[src/hdl/rwr_pkg.sv]
// rwr_pkg: types, widths and codes shared by the rolling window regression block
// no dependencies; imported by every module of the block except rwr_ram
`default_nettype none

package rwr_pkg;

    localparam int SAMPLE_W   = 24;
    localparam int RESULT_W   = 48;
    localparam int RING_W     = SAMPLE_W + 1;
    localparam int CNT_W      = 9;
    localparam int SX_W       = 19;
    localparam int SX2_W      = 28;
    localparam int SY_W       = 33;
    localparam int SY2_W      = 56;
    localparam int SXY_W      = 42;
    localparam int OPND_W     = 72;
    localparam int WIDE_W     = 128;
    localparam int DIGIT_W    = 4;
    localparam int CFG_IDX_W  = 2;
    localparam int CFG_DATA_W = 32;

    localparam logic [CFG_IDX_W-1:0] CFG_MODE   = 2'd0;
    localparam logic [CFG_IDX_W-1:0] CFG_WINDOW = 2'd1;
    localparam logic [CFG_IDX_W-1:0] CFG_SERIES = 2'd2;

    localparam logic [1:0] MODE_MEAN  = 2'd0;
    localparam logic [1:0] MODE_SLOPE = 2'd1;
    localparam logic [1:0] MODE_RSQ   = 2'd2;
    localparam logic [1:0] MODE_RESI  = 2'd3;

    localparam logic [RESULT_W-1:0] RES_MAX = {1'b0, {(RESULT_W-1){1'b1}}};
    localparam logic [RESULT_W-1:0] RES_MIN = {1'b1, {(RESULT_W-1){1'b0}}};

    typedef struct packed {
        logic signed [SAMPLE_W-1:0] sample;
        logic                       missing;
        logic                       series_start;
    } t_in;

    typedef struct packed {
        logic signed [RESULT_W-1:0] result;
        logic                       defined;
    } t_out;

    typedef struct packed {
        logic        [CNT_W-1:0] n;
        logic signed [SX_W-1:0]  sx;
        logic signed [SX2_W-1:0] sx2;
        logic signed [SY_W-1:0]  sy;
        logic signed [SY2_W-1:0] sy2;
        logic signed [SXY_W-1:0] sxy;
    } t_sums;

endpackage

`default_nettype wire

[src/hdl/rwr_mul.sv]
// rwr_mul: shared signed multiplier, one 4-bit digit of the second operand a cycle
// depends on rwr_pkg
`default_nettype none

module rwr_mul (
    input  wire logic                              i_clk,
    input  wire logic                              i_rst_n,
    input  wire logic                              i_start,
    input  wire logic signed [rwr_pkg::OPND_W-1:0] i_a,
    input  wire logic signed [rwr_pkg::OPND_W-1:0] i_b,
    output logic signed      [rwr_pkg::WIDE_W-1:0] o_prod,
    output logic                                   o_done
);
    import rwr_pkg::*;

    localparam int STEPS = OPND_W / DIGIT_W;
    localparam int CW    = $clog2(STEPS);

    logic                r_busy;
    logic                r_done;
    logic [CW-1:0]       r_cnt;
    logic                r_neg;
    logic [WIDE_W-1:0]   r_mc;
    logic [OPND_W-1:0]   r_mp;
    logic [WIDE_W-1:0]   r_acc;

    logic [OPND_W-1:0]   mag_a;
    logic [OPND_W-1:0]   mag_b;

    assign mag_a  = i_a[OPND_W-1] ? OPND_W'(-i_a) : OPND_W'(i_a);
    assign mag_b  = i_b[OPND_W-1] ? OPND_W'(-i_b) : OPND_W'(i_b);
    assign o_prod = r_neg ? -$signed(r_acc) : $signed(r_acc);
    assign o_done = r_done;

    always_ff @(posedge i_clk) begin
        if (!i_rst_n) begin
            r_busy <= 1'b0;
            r_done <= 1'b0;
        end else begin
            r_done <= 1'b0;
            if (i_start) begin
                r_busy <= 1'b1;
                r_cnt  <= '0;
                r_neg  <= i_a[OPND_W-1] ^ i_b[OPND_W-1];
                r_mc   <= WIDE_W'(mag_a);
                r_mp   <= mag_b;
                r_acc  <= '0;
            end else if (r_busy) begin
                r_acc <= r_acc + r_mc * WIDE_W'(r_mp[DIGIT_W-1:0]);
                r_mc  <= r_mc << DIGIT_W;
                r_mp  <= r_mp >> DIGIT_W;
                r_cnt <= r_cnt + 1'b1;
                if (r_cnt == CW'(STEPS - 1)) begin
                    r_busy <= 1'b0;
                    r_done <= 1'b1;
                end
            end
        end
    end

endmodule

`default_nettype wire

[config.mk]
export PLATFORM = sky130hd
export DESIGN_NAME = rwr_mul
export DESIGN_NICKNAME = d
export VERILOG_FILES = /design/src/hdl/rwr_pkg.sv /design/src/hdl/rwr_mul.sv
export SDC_FILE = /design/constraint.sdc
export NUM_CORES = 2
export LEC_CHECK = 0
export ABC_AREA = 1
export ABC_CLOCK_PERIOD_IN_PS = 19300
export BUFFER_PORTS_ARGS = -buffer_cell sky130_fd_sc_hd__buf_2
export CAP_MARGIN = 10
export CELL_PAD_IN_SITES_DETAIL_PLACEMENT = 1
export CELL_PAD_IN_SITES_GLOBAL_PLACEMENT = 1
export CORE_ASPECT_RATIO = 0.9
export CORE_MARGIN = 2
export CORE_UTILIZATION = 41
export CTS_BUF_LIST = sky130_fd_sc_hd__clkbuf_2 sky130_fd_sc_hd__clkbuf_4 sky130_fd_sc_hd__clkbuf_8
export DETAILED_ROUTE_END_ITERATION = 12
export PLACE_DENSITY_LB_ADDON = 0.1
export SLEW_MARGIN = 20
export SYNTH_ARGS = -nofsm -noshare
export SYNTH_HDL_FRONTEND = slang
export SYNTH_SLANG_ARGS = --single-unit
[constraint.sdc]
create_clock -name i_clk -period 19.3 [get_ports i_clk]
set_input_delay 1.93 -clock i_clk [delete_from_list [all_inputs] [get_ports i_clk]]
set_output_delay 1.93 -clock i_clk [all_outputs]
set_load 0.01 [all_outputs]
# --- Yosys cells after proc, flatten, opt, wreduce, memory -nomap -nowiden ---
# Index checks and enable logic that the tools add are counted.
# Widths: inputs -> output; s select.
totals:
  in_bits: 147
  out_inout_bits: 129
  reg_bits: 336
  elab_cells: 35
classes:
  multipliers: 1
  bitwise: 3
  n_reduce_logical: 4
  addsub: 5
  muxes: 13
  n_eq_ne: 1
ops:
  columns: ["cell", "count"]
  rows:
  - ["$mux 128", 3]
  - ["$mux 72", 5]
  - ["$neg 72->72", 2]
  - ["$add 128x128->128", 1]
  - ["$mul 128x4->128", 1]
  - ["$neg 128->128", 1]
  - ["$add 5x1->5 const B", 1]
  - ["$eq 5x5->1 const B", 1]
  - ["$mux 5", 1]
  - ["$mux 1", 4]
  - ["$reduce_and 2->1", 2]
  - ["$reduce_or 3->1", 1]
  - ["$not 1->1", 2]
  - ["$reduce_bool 2->1", 1]
  - ["$xor 1x1->1", 1]

# --- Longest topological paths before layout ---
logic_depth:
  ltp_word: 4
  depth_mapped: 27
  ltp_nobuf: 24

# --- Least setup slack after synthesis ---
# OpenSTA, ideal clock, no wires.
synth_path:
  kind: "input -> register"
  start: "input port i_start"
  end: "register r_busy"
  stages: 7
  path_buffers: 3
  arrival_ns: 19.894
  setup_slack_ns: -0.706
  required_ns: 19.188
  setup_time_ns: 0.112
  path_cell_list: "clkbuf_1 inv_1 buf_2 clkbuf_1 a21oi_1 o21ai_0 inv_1"
synth_via:
  elab_chain_len: 1
synth_lines:
  columns: ["element", "line", "source"]
  rows:
  - ["start: declaration", "rwr_mul.sv:8", "input wire logic i_start,"]
  - ["$mux 1", "rwr_mul.sv:41", "if (i_start) begin"]
  - ["end signal: assignment", "rwr_mul.sv:37", "r_busy <= 1'b0;"]
  - ["end signal: assignment", "rwr_mul.sv:42", "r_busy <= 1'b1;"]
  - ["end signal: assignment", "rwr_mul.sv:54", "r_busy <= 1'b0;"]
  - ["end: declaration", "rwr_mul.sv:19", "logic r_busy;"]
# Every way passes these cells.
# A chain may end at the register's enable or synchronous reset.

# --- Final worst setup path ---
layout_path:
  start: "register r_mp[1]"
  end: "register r_acc[116], data pin"
layout_via:
  elab_chain_len: 3
layout_lines:
  columns: ["element", "line", "source"]
  rows:
  - ["start: declaration", "rwr_mul.sv:24", "logic [OPND_W-1:0] r_mp;"]
  - ["start signal: assignment", "rwr_mul.sv:46", "r_mp <= mag_b;"]
  - ["start signal: assignment", "rwr_mul.sv:51", "r_mp <= r_mp >> DIGIT_W;"]
  - ["$mul 128x4->128", "rwr_mul.sv:49", "r_acc <= r_acc + r_mc * WIDE_W'(r_mp[DIGIT_W-1:0]);"]
  - ["$add 128x128->128", "rwr_mul.sv:49", null]
  - ["$mux 128", "rwr_mul.sv:48", "end else if (r_busy) begin"]
  - ["end signal: assignment", "rwr_mul.sv:49", null]
  - ["end: declaration", "rwr_mul.sv:25", "logic [WIDE_W-1:0] r_acc;"]
# Every way passes these cells. The select of a mux whose other input is x is not followed.

==> flow_summary.json <==
{
  "seqPwrFrac_pct": 14.8,
  "fin_setup_tns_ns": 0,
  "rsz0062_at_grt": "false",
  "worstHoldEndpoint": "r_mp[63]",
  "port-buffer-count": 275,
  "tightest_slew_ns": 1.13,
  "antenna_found_initial": 18,
  "reg2reg_to": "r_acc[116]",
  "grt_use_total_pct": 38.4,
  "htree_levels": 3,
  "min_from": "r_mp[67]",
  "avgViaCountPerCell": 5.30,
  "async_flop_share_pct": 0,
  "clkSlewWorstSetupHoldPaths_ns": 0.06,
  "arrival_ns": 7.51,
  "synth_edf_count": 334,
  "tritoncts": "yes",
  "hold_path_class": "register to register",
  "cp-end-kind": "register",
  "fin_crit_sh_pct": 36.2,
  "crit_path_start_kind": "register",
  "fill_cells": 16486,
  "combPwrFrac_pct": 74.1,
  "cts_sinks": 336,
  "wl_per_cell_um": 24.0,
  "final-hold-violation-count": 0,
  "internal-power_uw": 3020,
  "p_per_area_nw_per_um2": 150,
  "seq_area_frac_synth_pct": 20.5,
  "die_x_um": 368,
  "drive_above_1_share_pct": 5.72,
  "maxCapViolCount": 0,
  "drv_slew": 0,
  "yosysTopAreaCell": "edfxtp_1",
  "min_period_ns": 6.99,
  "r2r_cells": 22,
  "swShare_pct": 62.6,
  "timing.rr.start": "r_mp[1]",
  "fin_skew_ns": 0.0678,
  "ctsHoldBuffers": 0,
  "p_leak_uw": 0.0307,
  "grt_pass1_vias": 52474,
  "synth_fp_nets": 8654,
  "r2r_slack_ns": 12.31,
  "status": "finished clean",
  "hpwl_um": 201000,
  "final_cells": 9878,
  "dp_cells": 9735,
  "power_frac_clock_pct": 11.1,
  "cts_buffers": 75,
  "p_sw_uw": 5050,
  "required_ns": 19.82,
  "grt_max_degree": 149,
  "relSlewSlack_pct": 24.0,
  "avgSynthCellArea_um2": 6.13,
  "routabilityCongestion": 1.03,
  "ir_drop_uv": 62.8,
  "num_rows": 120,
  "postCtsSetupRepairBufs": 0,
  "setup_viol": 0,
  "path_class": "register to register",
  "wirelength_um": 237000,
  "vias": 52317,
  "whs_ns": 0.522,
  "drtPass1Iterations": 6,
  "grt_pass1_wl_um": 344000,
  "post-route-drc-count": 0,
  "ant_nets": 0,
  "mostFrequentLayoutCell": "nand2_1",
  "ys_types": 49,
  "drt-initial-drc-count": 5631,
  "layout_common_cells": "nand2_1, inv_1, nor2_1, fa_1, edfxtp_1",
  "num-nets-final": 8884,
  "synthCells": 7997,
  "ios": 276,
  "core_um2": 119000,
  "grt_overflow": 0,
  "start_util_pct": 41.3,
  "cts_root_buf": "clkbuf_8",
  "synth_flop_cell": "edfxtp_1",
  "path_max_fanout": 81,
  "clock_path_buffers": 3,
  "die_area_um2": 122000,
  "synth_warnings": 0,
  "setup_ws_ns": 12.31,
  "post_cts_resized": 0,
  "syn_to_final_growth_pct": 9.40,
  "clk_latency_ns": 0.82,
  "ys_seq_elements": 336,
  "timing.fmax_ghz": 0.143,
  "die-height_um": 332,
  "min_path_cells": 2,
  "synth_top_area_share_pct": 20.5,
  "synthTopCellsByArea": "edfxtp_1, nand2_1, inv_1",
  "syn_area_um2": 49000,
  "place_ws_ns": 12.56,
  "utilization_pct": 45.1
}
flip-flops by register name, indices dropped and copies added, names as in the netlist:
register,flops
r_neg,1
r_cnt,5
r_busy,1
r_mc,128
r_mp,72
o_done,1
r_acc,128
logic make-up after synthesis:
group	Yosys count	synth area share, %
buffers and inverters	2267	17.4
AOI/OAI and AO/OA	528	5.75
xor gates and xnor gates	196	3.50
adders and majority gates	510	18.7
and+or+nand+nor	4160	34.1
DFF	336	20.5
synth_stat cells, types with 56 or more instances:
cell      instances
nand2_1        2655
inv_1          2115
nor2_1          921
fa_1            374
edfxtp_1        334
nand3_1         296
o21ai_0         230
a21oi_1         201
xor2_1          182
nand4_1         148
ha_1            136
clkbuf_1        126
nor3_1           63
a31oi_1          56
worst max-delay path by stage:
stage | startpoint | to | slack [ns] | depth (start not counted)
detailed placement | r_mp[1] | r_acc[116] | 12.56 | 20
finish | r_mp[1] | r_acc[116] | 12.31 | 22
global placement | r_mp[1] | r_acc[116] | 12.67 | 22
floorplan | i_start | r_busy | 6.16 | 7
CTS | r_mp[1] | r_acc[116] | 12.50 | 20
global route | r_mp[1] | r_acc[114] | 12.08 | 22
final cells by class:
type	count	area, µm²	share of cell area (%)
multi-input combinational	5394	30400	56.8
tap	1586	1980	3.70
clock inverter	40	337	0.628
antenna	7	17.5	0.0327
clock buffer	95	1190	2.22
sequential	336	10100	18.8
timing repair buffer	301	1620	3.03
inverter	2119	7960	14.8
through the flow:
stage	power [µW]	area [µm²]
detailed placement	6890	52000
floorplan	4460	49000
global route	8560	53600
global placement	6780	52000
finish	8070	53600
CTS	7840	53600
layer usage:
metal / vias to the layer above / part of all wire, % / GRT usage (%)
li1: 24117 / - / -
met1: 25786 / 46 / 56.8
met2: 2097 / 41 / 54.8
met3: 315 / 9.7 / 8.42
met4: 2 / 3.5 / 12.7
met5: - / 0.0030 / 0
power by group through the flow:
stage / sequential, µW / clock, µW / combinational [µW]
floorplan: 1110 / 0 / 3350
finish: 1190 / 897 / 5980
global placement: 1190 / 0 / 5590
detailed placement: 1190 / 0 / 5710
CTS: 1180 / 907 / 5750
global route: 1200 / 930 / 6430
critical path, cell delays in order (launching register included):
cell      delay (ns)
edfxtp_1        0.32
buf_4           0.50
buf_4           0.80
nand2_1         0.15
inv_1           0.13
fa_1            0.44
fa_1            0.55
inv_1           0.05
fa_1            0.50
inv_1           0.04
ha_1            0.45
nand2_1         0.22
nor2_1          0.37
nand2_1         0.13
inv_1           0.12
nand2_1         0.14
inv_1           0.16
nand2_1         0.07
nand3_1         0.47
nand2_1         0.30
nand3_1         0.16
nand2_1         0.06
nor2_1          0.43
(Power assumes the default switching activity.)
