--- config.mk ---
export PLATFORM = sky130hd
export DESIGN_NAME = rwr_acc
export DESIGN_NICKNAME = d
export VERILOG_FILES = /design/src/hdl/rwr_pkg.sv /design/src/hdl/rwr_acc.sv
export SDC_FILE = /design/constraint.sdc
export NUM_CORES = 2
export LEC_CHECK = 0
export BUFFER_PORTS_ARGS = -buffer_cell sky130_fd_sc_hd__buf_2
export CORE_UTILIZATION = 35
export DETAILED_ROUTE_END_ITERATION = 16
export PLACE_DENSITY = 0.53
export SLEW_MARGIN = 30
export SYNTH_ARGS = -nofsm -noshare
export SYNTH_HDL_FRONTEND = slang
export SYNTH_SLANG_ARGS = --single-unit
--- constraint.sdc ---
create_clock -name i_clk -period 27.9 [get_ports i_clk]
set_input_delay 5.58 -clock i_clk [delete_from_list [all_inputs] [get_ports i_clk]]
set_output_delay 5.58 -clock i_clk [all_outputs]
set_load 0.02 [all_outputs]
--- src/hdl/rwr_pkg.sv ---
// rwr_pkg: types, widths and codes shared by the rolling window regression block
// no dependencies; imported by every module of the block except rwr_ram
`default_nettype none

package rwr_pkg;

    localparam int SAMPLE_W   = 24;
    localparam int RESULT_W   = 48;
    localparam int RING_W     = SAMPLE_W + 1;
    localparam int CNT_W      = 9;
    localparam int SX_W       = 19;
    localparam int SX2_W      = 28;
    localparam int SY_W       = 33;
    localparam int SY2_W      = 56;
    localparam int SXY_W      = 42;
    localparam int OPND_W     = 72;
    localparam int WIDE_W     = 128;
    localparam int DIGIT_W    = 4;
    localparam int CFG_IDX_W  = 2;
    localparam int CFG_DATA_W = 32;

    localparam logic [CFG_IDX_W-1:0] CFG_MODE   = 2'd0;
    localparam logic [CFG_IDX_W-1:0] CFG_WINDOW = 2'd1;
    localparam logic [CFG_IDX_W-1:0] CFG_SERIES = 2'd2;

    localparam logic [1:0] MODE_MEAN  = 2'd0;
    localparam logic [1:0] MODE_SLOPE = 2'd1;
    localparam logic [1:0] MODE_RSQ   = 2'd2;
    localparam logic [1:0] MODE_RESI  = 2'd3;

    localparam logic [RESULT_W-1:0] RES_MAX = {1'b0, {(RESULT_W-1){1'b1}}};
    localparam logic [RESULT_W-1:0] RES_MIN = {1'b1, {(RESULT_W-1){1'b0}}};

    typedef struct packed {
        logic signed [SAMPLE_W-1:0] sample;
        logic                       missing;
        logic                       series_start;
    } t_in;

    typedef struct packed {
        logic signed [RESULT_W-1:0] result;
        logic                       defined;
    } t_out;

    typedef struct packed {
        logic        [CNT_W-1:0] n;
        logic signed [SX_W-1:0]  sx;
        logic signed [SX2_W-1:0] sx2;
        logic signed [SY_W-1:0]  sy;
        logic signed [SY2_W-1:0] sy2;
        logic signed [SXY_W-1:0] sxy;
    } t_sums;

endpackage

`default_nettype wire

--- src/hdl/rwr_acc.sv ---
// rwr_acc: sweeps the sample ring newest first and accumulates the window sums
// depends on rwr_pkg; reads the ring through rwr_ram
`default_nettype none

module rwr_acc #(
    parameter int DEPTH = 256
) (
    input  wire logic                         i_clk,
    input  wire logic                         i_rst_n,
    input  wire logic                         i_start,
    input  wire logic [rwr_pkg::CNT_W-1:0]    i_count,
    input  wire logic [rwr_pkg::CNT_W-1:0]    i_w,
    input  wire logic [$clog2(DEPTH)-1:0]     i_last,
    output logic                              o_rd_en,
    output logic      [$clog2(DEPTH)-1:0]     o_rd_addr,
    input  wire logic [rwr_pkg::RING_W-1:0]   i_rd_data,
    output rwr_pkg::t_sums                    o_sums,
    output logic                              o_done
);
    import rwr_pkg::*;

    localparam int AW = $clog2(DEPTH);
    localparam logic [AW-1:0] TOP_ADDR = AW'(DEPTH - 1);

    logic                          r_busy;
    logic [CNT_W-1:0]              r_k;
    logic [AW-1:0]                 r_addr;
    logic [CNT_W-1:0]              r_x;
    logic                          r_v1;
    logic [CNT_W-1:0]              r_x1;
    logic                          r_v2;
    logic [2*CNT_W-1:0]            r_pxx;
    logic signed [2*SAMPLE_W-1:0]  r_pyy;
    logic signed [CNT_W+SAMPLE_W:0] r_pxy;
    logic signed [SAMPLE_W-1:0]    r_py;
    logic [CNT_W-1:0]              r_px;
    t_sums                         r_sums;
    logic                          r_done;

    logic                          issue;
    logic signed [SAMPLE_W-1:0]    rd_y;
    logic                          rd_miss;

    assign issue     = r_busy && (r_k != i_count);
    assign o_rd_en   = issue;
    assign o_rd_addr = r_addr;
    assign rd_y      = $signed(i_rd_data[SAMPLE_W-1:0]);
    assign rd_miss   = i_rd_data[SAMPLE_W];
    assign o_sums    = r_sums;
    assign o_done    = r_done;

    always_ff @(posedge i_clk) begin
        if (!i_rst_n) begin
            r_busy <= 1'b0;
            r_v1   <= 1'b0;
            r_v2   <= 1'b0;
            r_done <= 1'b0;
        end else begin
            r_done <= 1'b0;
            r_v1   <= issue;
            r_v2   <= r_v1 && !rd_miss;
            if (i_start) begin
                r_busy <= 1'b1;
                r_k    <= '0;
                r_addr <= i_last;
                r_x    <= i_w;
                r_sums <= '0;
            end else if (issue) begin
                r_k    <= r_k + 1'b1;
                r_addr <= (r_addr == '0) ? TOP_ADDR : r_addr - 1'b1;
                r_x    <= r_x - 1'b1;
                r_x1   <= r_x;
            end else if (r_busy && !r_v1 && !r_v2) begin
                r_busy <= 1'b0;
                r_done <= 1'b1;
            end
            // product stage
            if (r_v1) begin
                r_pxx <= (2*CNT_W)'(r_x1) * (2*CNT_W)'(r_x1);
                r_pyy <= rd_y * rd_y;
                r_pxy <= $signed({1'b0, r_x1}) * rd_y;
                r_py  <= rd_y;
                r_px  <= r_x1;
            end
            // accumulate stage
            if (r_v2) begin
                r_sums.n   <= r_sums.n + 1'b1;
                r_sums.sx  <= r_sums.sx + SX_W'(r_px);
                r_sums.sx2 <= r_sums.sx2 + SX2_W'(r_pxx);
                r_sums.sy  <= r_sums.sy + SY_W'(r_py);
                r_sums.sy2 <= r_sums.sy2 + SY2_W'(r_pyy);
                r_sums.sxy <= r_sums.sxy + SXY_W'(r_pxy);
            end
        end
    end

endmodule

`default_nettype wire

# Word-level counts from Yosys, hierarchy flattened
# Index checks and enable logic that the tools add are counted.
[word_totals] output_inout_bits=197 input_bits=54 reg_bits=359
[classes] reduce_logical=17 muxes=12 mul=3 bitwise_logic=2 n_eq_ne=2 add_sub_neg=9
[op_table] operator="$mux 187" n=2
[op_table] operator="$add 56x48->56" n=1
[op_table] operator="$mul 24x24->48" n=1
[op_table] operator="$add 42x34->42" n=1
[op_table] operator="$mul 10x24->34" n=1
[op_table] operator="$add 33x24->33" n=1
[op_table] operator="$add 28x18->28" n=1
[op_table] operator="$mux 9" n=3
[op_table] operator="$mux 8" n=3
[op_table] operator="$add 19x9->19" n=1
[op_table] operator="$add 9x1->9 const B" n=2
[op_table] operator="$mul 9x9->18" n=1
[op_table] operator="$ne 9x9->1" n=1
[op_table] operator="$sub 9x1->9 const B" n=1
[op_table] operator="$logic_not 8->1" n=1
[op_table] operator="$reduce_and 2->1" n=4
[op_table] operator="$sub 8x1->8 const B" n=1
[op_table] operator="$reduce_bool 2->1" n=3
[op_table] operator="$logic_and 1x1->1" n=4
[op_table] operator="$mux 1" n=4
[op_table] operator="$logic_not 1->1" n=3
[op_table] operator="$reduce_and 3->1" n=1
[op_table] operator="$reduce_or 3->1" n=1
[op_table] operator="$ne 2x2->1 const B" n=1
[op_table] operator="$not 1->1" n=2

# Longest topological paths before layout
[depth] depth_word=6 mapped_depth=30 mapped_depth_nobuf=27

# Worst setup path after synthesis
# No wires, ideal clock.
[synth_timing] path_kind="input port to flip-flop" from="in i_rd_data[23] in the netlist's numbering" to="reg r_pyy[47] (data pin)" cell_stages=28 path_slack_ns=15.228 required_ns=27.638 arrival_ns=12.411 path_cell_list="clkbuf_1 -> clkbuf_1 -> nand2_1 -> inv_1 -> fa_1 -> fa_1 -> inv_1 -> fa_1 -> inv_1 -> fa_1 -> fa_1 -> fa_1 -> inv_1 -> fa_1 -> inv_1 -> ha_1 -> buf_2 -> a21o_1 -> o21a_1 -> o31ai_1 -> nand3b_1 -> o221ai_2 -> a21oi_1 -> o21a_1 -> o31a_1 -> nor3_1 -> o31ai_1 -> xnor2_1"
[synth_between] elab_chain_len=1
[synth_lines] item="from (decl)" line_no="rwr_acc.sv:16" rtl="input wire logic [rwr_pkg::RING_W-1:0] i_rd_data,"
[synth_lines] item="$mul 24x24->48" line_no="rwr_acc.sv:80" rtl="r_pyy <= rd_y * rd_y;"
[synth_lines] item="to (signal assigned)" line_no="rwr_acc.sv:80"
[synth_lines] item="to (decl)" line_no="rwr_acc.sv:33" rtl="logic signed [2*SAMPLE_W-1:0] r_pyy;"
# No other way between the ends.
# A chain may end at the register's enable or synchronous reset.

# Final worst setup path
# Ends and elaborated chain as after synthesis.

==> flow_summary_export.csv <==
group,metric,value,unit
clock_network,worstSkewPairLatency,0.62,ns
logic_synthesis,synth_top_cell_by_area,"fa_1",
final_layout,syn2layout_area_growth,9.72,%
timing,drv_slew,0,
final_layout,drive_gt1_frac,0.0786,
clock_network,htreeDepth,2,
clock_network,clkTransAtPathRegs,0.05,ns
timing,fin_ws,14.68,ns
setup_path,worstPathRequired,28.24,ns
clock_network,cts_root_buf,"clkbuf_16",
setup_path,reg2reg_depth,22,
logic_synthesis,synth_nets,6143,
run_status,status,"completed",
global_routing,grt_pass1_vias,35940,
route,wl_per_cell,17.4,microns
hold_path,hold_end,"r_x1[8]",
global_routing,grt_pass1_wl,196,mm
route,ant_nets,0,
floorplan,die_y,375,microns
timing,setup_tns,0,ns
clock_network,cts_hold_buf,0,
clock_network,cts-resized-gates,0,
floorplan,die-area,141000,sq um
clock_network,cts_tree,"built",
clock_network,post_cts_buffers,0,
route,routed_via_density,4.93,
route,drt-met1-wl,53.5,mm
placement,numPortBuffers,250,
hold_path,hold_path_depth,0,
logic_synthesis,ys_seq_elements,355,
logic_synthesis,synth_top_area_share,0.317,
placement,gp_congestion,0.855,
timing,hold_viol,0,
timing,rsz0062_at_grt,"no",
clock_network,ctsLongestPathBuffers,3,
logic_synthesis,synth_area_per_cell,9.92,sq um
logic_synthesis,yosys-top-cells-area,"fa_1 32%, edfxtp_1 22%, ha_1 11%",
floorplan,rows,136,
final_layout,fin_util,0.388,
placement,place_inst,6832,
setup_path,critPathLaunch,"i_rd_data[23]",
route,wirelength,120,mm
setup_path,path_max_fanout,57,
timing,tightestPinTransition,0.992,ns
setup_path,rr_endpoint,"r_pxy[31]",
route,drt_iter0_markers,2255,
timing,setup_violations,0,
hold_path,min_path_type,"register to register",
clock_network,clock_sinks,355,
setup_path,rrSetupSlack,21.12,ns
global_routing,grt_max_degree,107,
global_routing,grt.overflow.total,0,
setup_path,crit_arrival,13.57,ns
global_routing,antenna_found_initial,5,
clock_network,cts_made_buffers,47,
floorplan,ios,251,
logic_synthesis,synth_top_cells_by_count,"983 x inv_1, 771 x fa_1, 412 x ha_1",
setup_path,reg2reg_from,"r_x1[4]",
final_layout,nets,6325,
final_layout,final_cells,6922,
setup_path,endpoint_kind,"register",
logic_synthesis,syn_inst,4906,
route,dr_wl_met2,59.7,mm
logic_synthesis,synthArstFlopShare,0,
route,first_pass_iters,5,
logic_synthesis,ys_types,86,
setup_path,path_class,"input port to register",
placement,dpl.hpwl,93.0,mm
floorplan,core,138000,sq um
logic_synthesis,ys.warnings.count,0,
logic_synthesis,ys.flop_type,"edfxtp_1",
floorplan,start_util,0.354,
hold_path,min_from,"r_x[8]",
route,vias,34107,
setup_path,startpoint_type,"input port",
logic_synthesis,yosysMostFrequentCell,"inv_1",
route,routed.top_layer,"met5",
placement,dp_slack,14.15,ns
timing,fmax,0.0756,GHz
logic_synthesis,synth_edf_count,351,
timing,min_period,13.22,ns
route,dr_wl_met3,4.70,mm
timing,post-route-period-util,0.474,
global_routing,grt_util_all_layers,0.176,
timing,relSlewSlack,0.330,
route,drc,0,
flow_run,drv_cap,0,
floorplan,die_w,375,microns
logic_synthesis,ys_seq_area_frac,0.218,
timing,skew,0.0158,ns
logic_synthesis,syn_area,48700,sq um
routing by layer:
metal | track usage | up-vias
li1 | - | 16054
met1 | 0.238 | 17287
met2 | 0.303 | 639
met3 | 0.0168 | 125
met4 | 0.0396 | 2
met5 | 0 | -
layout by cell type, fill, tap and decap left out, drive strengths merged, types with 128 or more instances in the layout:
cell      n
edfxtp  351
xnor2   164
and2    263
nor2    293
inv     991
a21oi   217
buf     290
fa      771
o21ai   128
nand2   374
ha      412
state kept, by name, indices dropped and copies added (netlist names):
name / flops
r_pyy: 47
r_px: 8
r_busy: 1
r_k: 9
o_sums: 187
o_done: 1
r_v1: 1
r_pxx: 17
r_v2: 1
o_rd_addr: 8
r_py: 23
r_x: 9
r_pxy: 34
r_x1: 9
worst max-delay path, stage by stage:
cell and delay (ns):
buf_2 0.08, buf_4 0.49, nand2_1 0.19, inv_1 0.14, fa_1 0.55, fa_1 0.69
inv_1 0.19, fa_1 0.52, inv_1 0.05, fa_1 0.48, fa_1 0.50, fa_1 0.49
inv_1 0.05, fa_1 0.47, inv_1 0.04, ha_1 0.43, nand4_1 0.22, nor3_1 0.53
nand2_1 0.12, o211ai_1 0.46, o221ai_2 0.22, a21oi_1 0.28, o21a_1 0.18, o31a_1 0.16
nor3_1 0.06, o31ai_1 0.24, xnor2_1 0.09
worst max path at each step:
stage / to / cells after the start
CTS: r_pyy[47] / 27
finish: r_pyy[47] / 27
floorplan: r_pyy[47] / 28
global placement: r_pyy[47] / 26
global route: r_pyy[47] / 27
detailed placement: r_pyy[47] / 27
area by class of cell:
cell class	count	area, sq um
Timing Repair Buffer	290	1570
Clock buffer	55	1210
Multi-Input combinational cell	3408	33800
Tap cell	1794	2240
Clock inverter	30	302
Inverter	986	3710
Fill cell	13751	84200
Sequential cell	355	10600
Antenna cell	4	10.0
kinds of logic (layout without fill, tap and decap cells):
group | after synthesis | in the layout | synth area share
simple gates | 1249 | 1249 | 0.126
fa+ha+maj | 1183 | 1183 | 0.423
xor+xnor | 279 | 279 | 0.0502
mux | 5 | 5 | 0.00108
flops | 355 | 355 | 0.218
buf+inv | 1143 | 1361 | 0.0888
other cells | 0 | 4 | 0
compound gates | 692 | 692 | 0.0933
per-stage QoR:
stage               cell area [sq um]  hold slack (ns)
floorplan                       48700            0.449
detailed placement              51900            0.478
CTS                             53400            0.494
global placement                51900            0.465
global route                    53400            0.499
finish                          53400            0.486
Power is not shown: default switching activity piles up to over one toggle a cycle in this logic, so the estimate is an artifact.
