File: config.mk
export PLATFORM = sky130hd
export DESIGN_NAME = rwr_div
export DESIGN_NICKNAME = d
export VERILOG_FILES = /design/src/hdl/rwr_pkg.sv /design/src/hdl/rwr_div.sv
export SDC_FILE = /design/constraint.sdc
export NUM_CORES = 1
export LEC_CHECK = 0
export ABC_CLOCK_PERIOD_IN_PS = 15300
export BUFFER_PORTS_ARGS = -buffer_cell sky130_fd_sc_hd__clkbuf_2
export CELL_PAD_IN_SITES_DETAIL_PLACEMENT = 2
export CELL_PAD_IN_SITES_GLOBAL_PLACEMENT = 2
export CORE_MARGIN = 2
export CORE_UTILIZATION = 42
export DETAILED_ROUTE_END_ITERATION = 10
export GPL_TIMING_DRIVEN = 0
export PLACE_DENSITY = 0.86
export SLEW_MARGIN = 20
export SYNTH_ARGS = -nofsm -noshare
export SYNTH_HDL_FRONTEND = slang
export SYNTH_SLANG_ARGS = --single-unit
File: constraint.sdc
create_clock -name i_clk -period 15.3 [get_ports i_clk]
set_input_delay 0.765 -clock i_clk [delete_from_list [all_inputs] [get_ports i_clk]]
set_output_delay 0.765 -clock i_clk [all_outputs]
set_load 0.02 [all_outputs]
File: src/hdl/rwr_pkg.sv
// rwr_pkg: types, widths and codes shared by the rolling window regression block
// no dependencies; imported by every module of the block except rwr_ram
`default_nettype none

package rwr_pkg;

    localparam int SAMPLE_W   = 24;
    localparam int RESULT_W   = 48;
    localparam int RING_W     = SAMPLE_W + 1;
    localparam int CNT_W      = 9;
    localparam int SX_W       = 19;
    localparam int SX2_W      = 28;
    localparam int SY_W       = 33;
    localparam int SY2_W      = 56;
    localparam int SXY_W      = 42;
    localparam int OPND_W     = 72;
    localparam int WIDE_W     = 128;
    localparam int DIGIT_W    = 4;
    localparam int CFG_IDX_W  = 2;
    localparam int CFG_DATA_W = 32;

    localparam logic [CFG_IDX_W-1:0] CFG_MODE   = 2'd0;
    localparam logic [CFG_IDX_W-1:0] CFG_WINDOW = 2'd1;
    localparam logic [CFG_IDX_W-1:0] CFG_SERIES = 2'd2;

    localparam logic [1:0] MODE_MEAN  = 2'd0;
    localparam logic [1:0] MODE_SLOPE = 2'd1;
    localparam logic [1:0] MODE_RSQ   = 2'd2;
    localparam logic [1:0] MODE_RESI  = 2'd3;

    localparam logic [RESULT_W-1:0] RES_MAX = {1'b0, {(RESULT_W-1){1'b1}}};
    localparam logic [RESULT_W-1:0] RES_MIN = {1'b1, {(RESULT_W-1){1'b0}}};

    typedef struct packed {
        logic signed [SAMPLE_W-1:0] sample;
        logic                       missing;
        logic                       series_start;
    } t_in;

    typedef struct packed {
        logic signed [RESULT_W-1:0] result;
        logic                       defined;
    } t_out;

    typedef struct packed {
        logic        [CNT_W-1:0] n;
        logic signed [SX_W-1:0]  sx;
        logic signed [SX2_W-1:0] sx2;
        logic signed [SY_W-1:0]  sy;
        logic signed [SY2_W-1:0] sy2;
        logic signed [SXY_W-1:0] sxy;
    } t_sums;

endpackage

`default_nettype wire

File: src/hdl/rwr_div.sv
// rwr_div: restoring divider, one quotient bit a cycle, rounds half away from zero
// depends on rwr_pkg; result saturated to the signed 48-bit integer range
`default_nettype none

module rwr_div (
    input  wire logic                              i_clk,
    input  wire logic                              i_rst_n,
    input  wire logic                              i_start,
    input  wire logic signed [rwr_pkg::WIDE_W-1:0] i_num,
    input  wire logic        [rwr_pkg::WIDE_W-1:0] i_den,
    output logic signed      [rwr_pkg::RESULT_W-1:0] o_quot,
    output logic                                   o_done
);
    import rwr_pkg::*;

    localparam int CW = $clog2(WIDE_W);

    logic                r_busy;
    logic                r_fin;
    logic                r_done;
    logic [CW-1:0]       r_cnt;
    logic                r_neg;
    logic [WIDE_W-1:0]   r_mag;
    logic [WIDE_W-1:0]   r_rem;
    logic [WIDE_W-1:0]   r_q;
    logic [WIDE_W-1:0]   r_den;
    logic [RESULT_W-1:0] r_quot;

    logic [WIDE_W-1:0]   shifted;
    logic                rnd;
    logic [WIDE_W:0]     qr;
    logic [RESULT_W-1:0] sat;

    assign shifted = {r_rem[WIDE_W-2:0], r_mag[WIDE_W-1]};
    assign rnd     = {r_rem, 1'b0} >= {1'b0, r_den};
    assign qr      = {1'b0, r_q} + (WIDE_W+1)'(rnd);

    always_comb begin
        if (r_neg) begin
            sat = (qr > (WIDE_W+1)'(RES_MIN)) ? RES_MIN : -qr[RESULT_W-1:0];
        end else begin
            sat = (qr > (WIDE_W+1)'(RES_MAX)) ? RES_MAX : qr[RESULT_W-1:0];
        end
    end

    assign o_quot = $signed(r_quot);
    assign o_done = r_done;

    always_ff @(posedge i_clk) begin
        if (!i_rst_n) begin
            r_busy <= 1'b0;
            r_fin  <= 1'b0;
            r_done <= 1'b0;
        end else begin
            r_done <= 1'b0;
            r_fin  <= 1'b0;
            if (i_start) begin
                r_busy <= 1'b1;
                r_cnt  <= '0;
                r_neg  <= i_num[WIDE_W-1];
                r_mag  <= i_num[WIDE_W-1] ? WIDE_W'(-i_num) : WIDE_W'(i_num);
                r_rem  <= '0;
                r_q    <= '0;
                r_den  <= i_den;
            end else if (r_busy) begin
                if (shifted >= r_den) begin
                    r_rem <= shifted - r_den;
                    r_q   <= {r_q[WIDE_W-2:0], 1'b1};
                end else begin
                    r_rem <= shifted;
                    r_q   <= {r_q[WIDE_W-2:0], 1'b0};
                end
                r_mag <= r_mag << 1;
                r_cnt <= r_cnt + 1'b1;
                if (r_cnt == CW'(WIDE_W - 1)) begin
                    r_busy <= 1'b0;
                    r_fin  <= 1'b1;
                end
            end else if (r_fin) begin
                r_quot <= sat;
                r_done <= 1'b1;
            end
        end
    end

endmodule

`default_nettype wire

Yosys cells after proc, flatten, opt, wreduce, memory -nomap -nowiden. Index checks and enable logic that the tools add are counted.

Register bits after elaboration: 571. Bits of input ports: 259. Output and inout port bits: 49. Logic and storage cells: 45.

$add $sub $neg: 5. Order comparisons: 4. Eq/ne operators: 1. Multiplexer cells: 16. Bitwise gates (word level): 3. Reductions and logical operators: 6.

Operators by type and width (number): $mux W128 (6); $mux W48 (3); $add A128 B1 Y129 (1); $ge A129 B128 Y1 (1); $gt A129 B47 Y1 const B (1); $gt A129 B48 Y1 const B (1); $ge A128 B128 Y1 (1); $neg A128 Y128 (1); $sub A128 B128 Y128 (1); $neg A48 Y48 (1); $add A7 B1 Y7 const B (1); $eq A7 B7 Y1 const B (1); $mux W7 (1); $mux W1 (6); $reduce_or A3 Y1 (2); $reduce_and A2 Y1 (2); $reduce_and A4 Y1 (1); $not A1 Y1 (3); $reduce_bool A2 Y1 (1).

Logic depth before layout (Yosys ltp).
Depth in word-level cells: 5. Depth in mapped cells: 32. Mapped depth without buffers: 28.

Least setup slack after synthesis. No wires, ideal clock.

Path kind: input to register. Start: input port i_start. End: register r_cnt[0], enable pin. Library setup time: 792 ps. Arrival time: 9968 ps. Required time: 14508 ps. Slack: 4540 ps. Stages: 3. Buffers on the path: 2. Cells stage by stage: clkbuf_1 -> clkbuf_1 -> o21a_1.

Longest elaborated chain between the ends: 2.

Ends and longest elaborated chain: from (decl) (line rwr_div.sv:8) `input wire logic i_start,`; $reduce_bool A2 Y1 (no source line); $reduce_and A2 Y1 (no source line); to (signal assigned) (line rwr_div.sv:74) `r_cnt <= r_cnt + 1'b1;`; to (decl) (line rwr_div.sv:21) `logic [CW-1:0] r_cnt;`.

No other way between the ends. A chain may end at the register's enable or synchronous reset.

Final worst setup path.
Start: register r_den[44]. End: register r_quot[2], in the netlist o_quot[2] (data pin).

Longest elaborated chain between the ends: 5. Elaborated cells between the ends (all ways): 8. Classes of those cells: 2 x add/sub; 3 x order compare; 3 x mux.

Ends and longest elaborated chain: from (decl) (line rwr_div.sv:26) `logic [WIDE_W-1:0] r_den;`; from (signal assigned) (line rwr_div.sv:64) `r_den <= i_den;`; $ge A129 B128 Y1 * (line rwr_div.sv:35) `assign rnd = {r_rem, 1'b0} >= {1'b0, r_den};`; $add A128 B1 Y129 * (line rwr_div.sv:36) `assign qr = {1'b0, r_q} + (WIDE_W+1)'(rnd);`; $gt A129 B47 Y1 (tied with other cells) (line rwr_div.sv:42) `sat = (qr > (WIDE_W+1)'(RES_MAX)) ? RES_MAX : qr[RESULT_W-1:0];`; $mux W48, on equally long branches (line rwr_div.sv:42, rwr_div.sv:40); $mux W48 * (line rwr_div.sv:39) `if (r_neg) begin`; via sat[2] (line rwr_div.sv:32) `logic [RESULT_W-1:0] sat;`; to (signal assigned) (line rwr_div.sv:80) `r_quot <= sat;`; to (decl) (line rwr_div.sv:27) `logic [RESULT_W-1:0] r_quot;`.

Mark *: on every way through the listed nets, which the timed path passes. The rest lies on a longest branch.

==> run_results.csv <==
group,metric,value,unit
logic_synthesis,ys_ff_latch,571,
final_layout,ff_latch_area,0.0171,mm2
routing,drc,0,
setup_path,rr_startpoint,"r_den[44]",
routing,antenna_left,0,
cts,cts_tree,"done",
final_layout,multi_input_area,0.0203,mm2
hold_path,hp-class,"primary input to flip-flop",
cts,clkSlewWorstSetupHoldPaths,0.07,ns
final_layout,drive_gt1_share,10.9,%
timing,rsz0062_at_grt,"false",
setup_path,worst_ep_required_time,15.61,ns
routing,first_iter_violations,3011,
logic_synthesis,ys_types,84,
flow_run,maxCapViolations,0,
floorplanning,dieArea,0.0952,mm2
logic_synthesis,avgSynthCellArea,9.09,um2
power,p_leak,16.9,nW
hold_path,hold_start,"i_den[58]",
global_route,grtUsageTotal,33.9,%
power,power.internal,0.00325,W
floorplanning,start_util,42.4,%
cts,postCtsResizedCells,0,
cts,postCtsSetupBuffers,0,
logic_synthesis,seq_area_frac_synth,43.9,%
timing,timing.final.crit_share,68.0,%
routing,vias_per_cell,6.25,
global_route,grt_pass1_wl,248000,um
routing,routed_wirelength,167000,um
floorplanning,die_h,309,um
setup_path,cp_slowest_cell,"o311ai_0",
cts,ctsHoldBuffers,0,
logic_synthesis,synth_compound_area_share,16.5,%
timing,slew_headroom,15.3,%
logic_synthesis,synth_fp_nets,4681,
power,vdd_drop_max,0.0000828,V
routing,firstDrtPassIters,5,
final_layout,fillers,9879,
placement,dp_hpwl,122000,um
global_route,grt.overflow.total,0,
timing,worst_pin_slew,1.27,ns
power,switching_share,33.8,%
logic_synthesis,muxShareOfSynthArea,1.64,%
logic_synthesis,synthAdderAreaFrac,4.35,%
setup_path,critPathArrivalTime,10.72,ns
logic_synthesis,yosys.area_share.simple,21.8,%
cts,clock_latency,0.67,ns
cts,cts-root-buf,"clkbuf_16",
timing,fmax,96.1,MHz
power,power.density,110,mW/mm2
timing,finalClockSkew,0.0313,ns
setup_path,crit_fanout,10,
final_layout,final_nets,5074,
hold_path,hold_depth,1,
floorplanning,row_count,111,
floorplanning,io_pins,308,
power,power_switching,0.00166,W
final_layout,final_area,0.0448,mm2
logic_synthesis,ys.flop_type,"edfxtp_1",
placement,place.gp.congestion,0.949,
logic_synthesis,synth_top_family_by_area,"simple AND/OR/NAND/NOR gates",
power,power_frac_comb,24.6,%
floorplanning,die-width,309,um
logic_synthesis,ys_async_sr_fraction,0,%
final_layout,area_growth,14.9,%
logic_synthesis,synth_cells,4287,
setup_path,reg2reg_depth,29,
timing,finalSetupViolCount,0,
power,clkPwrFrac,35.8,%
setup_path,cp-startpoint,"r_den[44]",
placement,place_area,0.0424,mm2
timing,fin_crit,10.41,ns
cts,htreeDepth,3,
timing,finalHoldViolations,0,
timing,hold_ws,0.269,ns
routing,num_vias,37432,
cts,clock_path_buffers,3,
logic_synthesis,ys_warn_count,0,
power,p_seq_share,39.5,%
power,power.total,0.00491,W
setup_path,start_kind,"flip-flop",
logic_synthesis,synth_area,0.0390,mm2
setup_path,worstSetupPathType,"flip-flop to flip-flop",
floorplanning,core_area,0.0918,mm2
setup_path,slowest_delay,0.85,ns
logic_synthesis,synth_xor_xnor_area_share,7.58,%
global_route,antenna_found_initial,17,
cts,clock_sinks,571,
global_route,first_global_vias,40423,
routing,wl_per_cell,27.9,um
placement,port_buffers,306,
outcome,outcome,"completed",
global_route,grt_max_degree,56,
timing,drv_slew,0,
logic_synthesis,synth_edf_count,568,
setup_path,worstSetupEndpointType,"flip-flop",
cts,numCtsBuffers,70,
==> layout by cell type, fill, tap and decap left out, types with 137 or more instances in the layout <==
cell,n
edfxtp_1,568
nor2_1,482
a21oi_1,443
nand2_1,357
clkbuf_2,310
o21ai_0,212
inv_1,202
xor2_1,200
clkbuf_1,196
nand3_1,155
xnor2_1,137
==> through the flow <==
step                      util (%)  setup TNS (ns)  instances  worst slack (ns)
final                         48.8               0       5990              4.89
after detailed placement      46.2               0       5851              5.40
after floorplan                  -               0       4287              4.54
after global routing          48.8               0       5990              4.62
after CTS                     48.7               0       5975              5.22
after global placement        45.8         -340.38       5836            -0.905
==> cells by family (layout without fill, tap and decap cells) <==
family	after synthesis	count (layout)
buffers and inverters	421	866
AO/OA/AOI/OAI	1060	1060
other	0	15
flip-flops	571	571
XOR/XNOR	337	337
multiplexers	62	62
AND/OR/NAND/NOR	1701	1701
adder cells (fa/ha/maj)	135	135
==> layout make-up <==
type	count	area share, %
antenna	15	0.0838
buffer	219	1.95
clock buffer	82	4.15
clock inverter	42	1.00
inverter	202	1.69
multi-input combinational	3295	45.3
sequential	571	38.2
tap	1243	3.47
timing repair buffer	321	4.09
==> cells in the mapped netlist, drive strengths merged, types with 32 or more instances <==
cell    count  area share [%]
or3        51            0.82
xnor2     137             3.1
o21ai     212             2.7
and4       32            0.72
mux2i      47             1.2
and2       33            0.53
o21bai     41            0.79
edfxtp    568              44
ha        134             4.3
a21o      101             1.9
or4        45            0.87
nand4     135             2.2
nor3       87             1.1
nand3     157             2.0
nand2     357             3.4
nor2b     131             2.1
o31ai      54             1.0
nor2      482             4.6
nor4       74             1.3
a211oi     37            0.71
xor2      200             4.5
a21oi     443             5.7
inv       202             1.9
clkbuf    193             1.9
and3       51            0.82
==> state kept, by name (all words and copies together), names as in the netlist <==
register,cells
r_den,128
r_mag,128
r_q,128
r_rem,128
o_quot,48
r_cnt,7
o_done,1
r_busy,1
r_fin,1
r_neg,1
==> final timing paths <==
check,end,slack [ns]
worst max-delay path,o_quot[2],4.89
worst min-delay path,r_den[58],0.27
worst max register to register,o_quot[2],4.89
worst min register to register,o_done,0.48
==> worst max-delay path, delay by kind of cell (launching register included) <==
family	cells	cell delay (ns)
AOI/OAI and AO/OA	11	3.82
and+or+nand+nor	11	3.71
buffers and inverters	4	1.25
adders and majority gates	3	0.87
DFF	1	0.38
==> layer usage <==
metal	part of all wire [%]	GRT usage, %	wire length [um]	vias up
met3	5.1	4.08	8600	444
met4	5.0	16.3	8440	0
met2	49	57.9	81600	1397
li1	-	-	-	16509
met5	0	0	0	-
met1	41	42.6	68500	19082
==> power groups by stage <==
stage	Clock (W)	Combinational, W	Sequential (W)
5_1_grt	0.00181	0.00130	0.00195
6_report	0.00176	0.00121	0.00194
4_1_cts	0.00177	0.00118	0.00194
3_3_place_gp	0	0.00107	0.00199
3_5_place_dp	0	0.00115	0.00196
2_1_floorplan	0	0.000742	0.00196
Power figures use the tool's default switching activity.
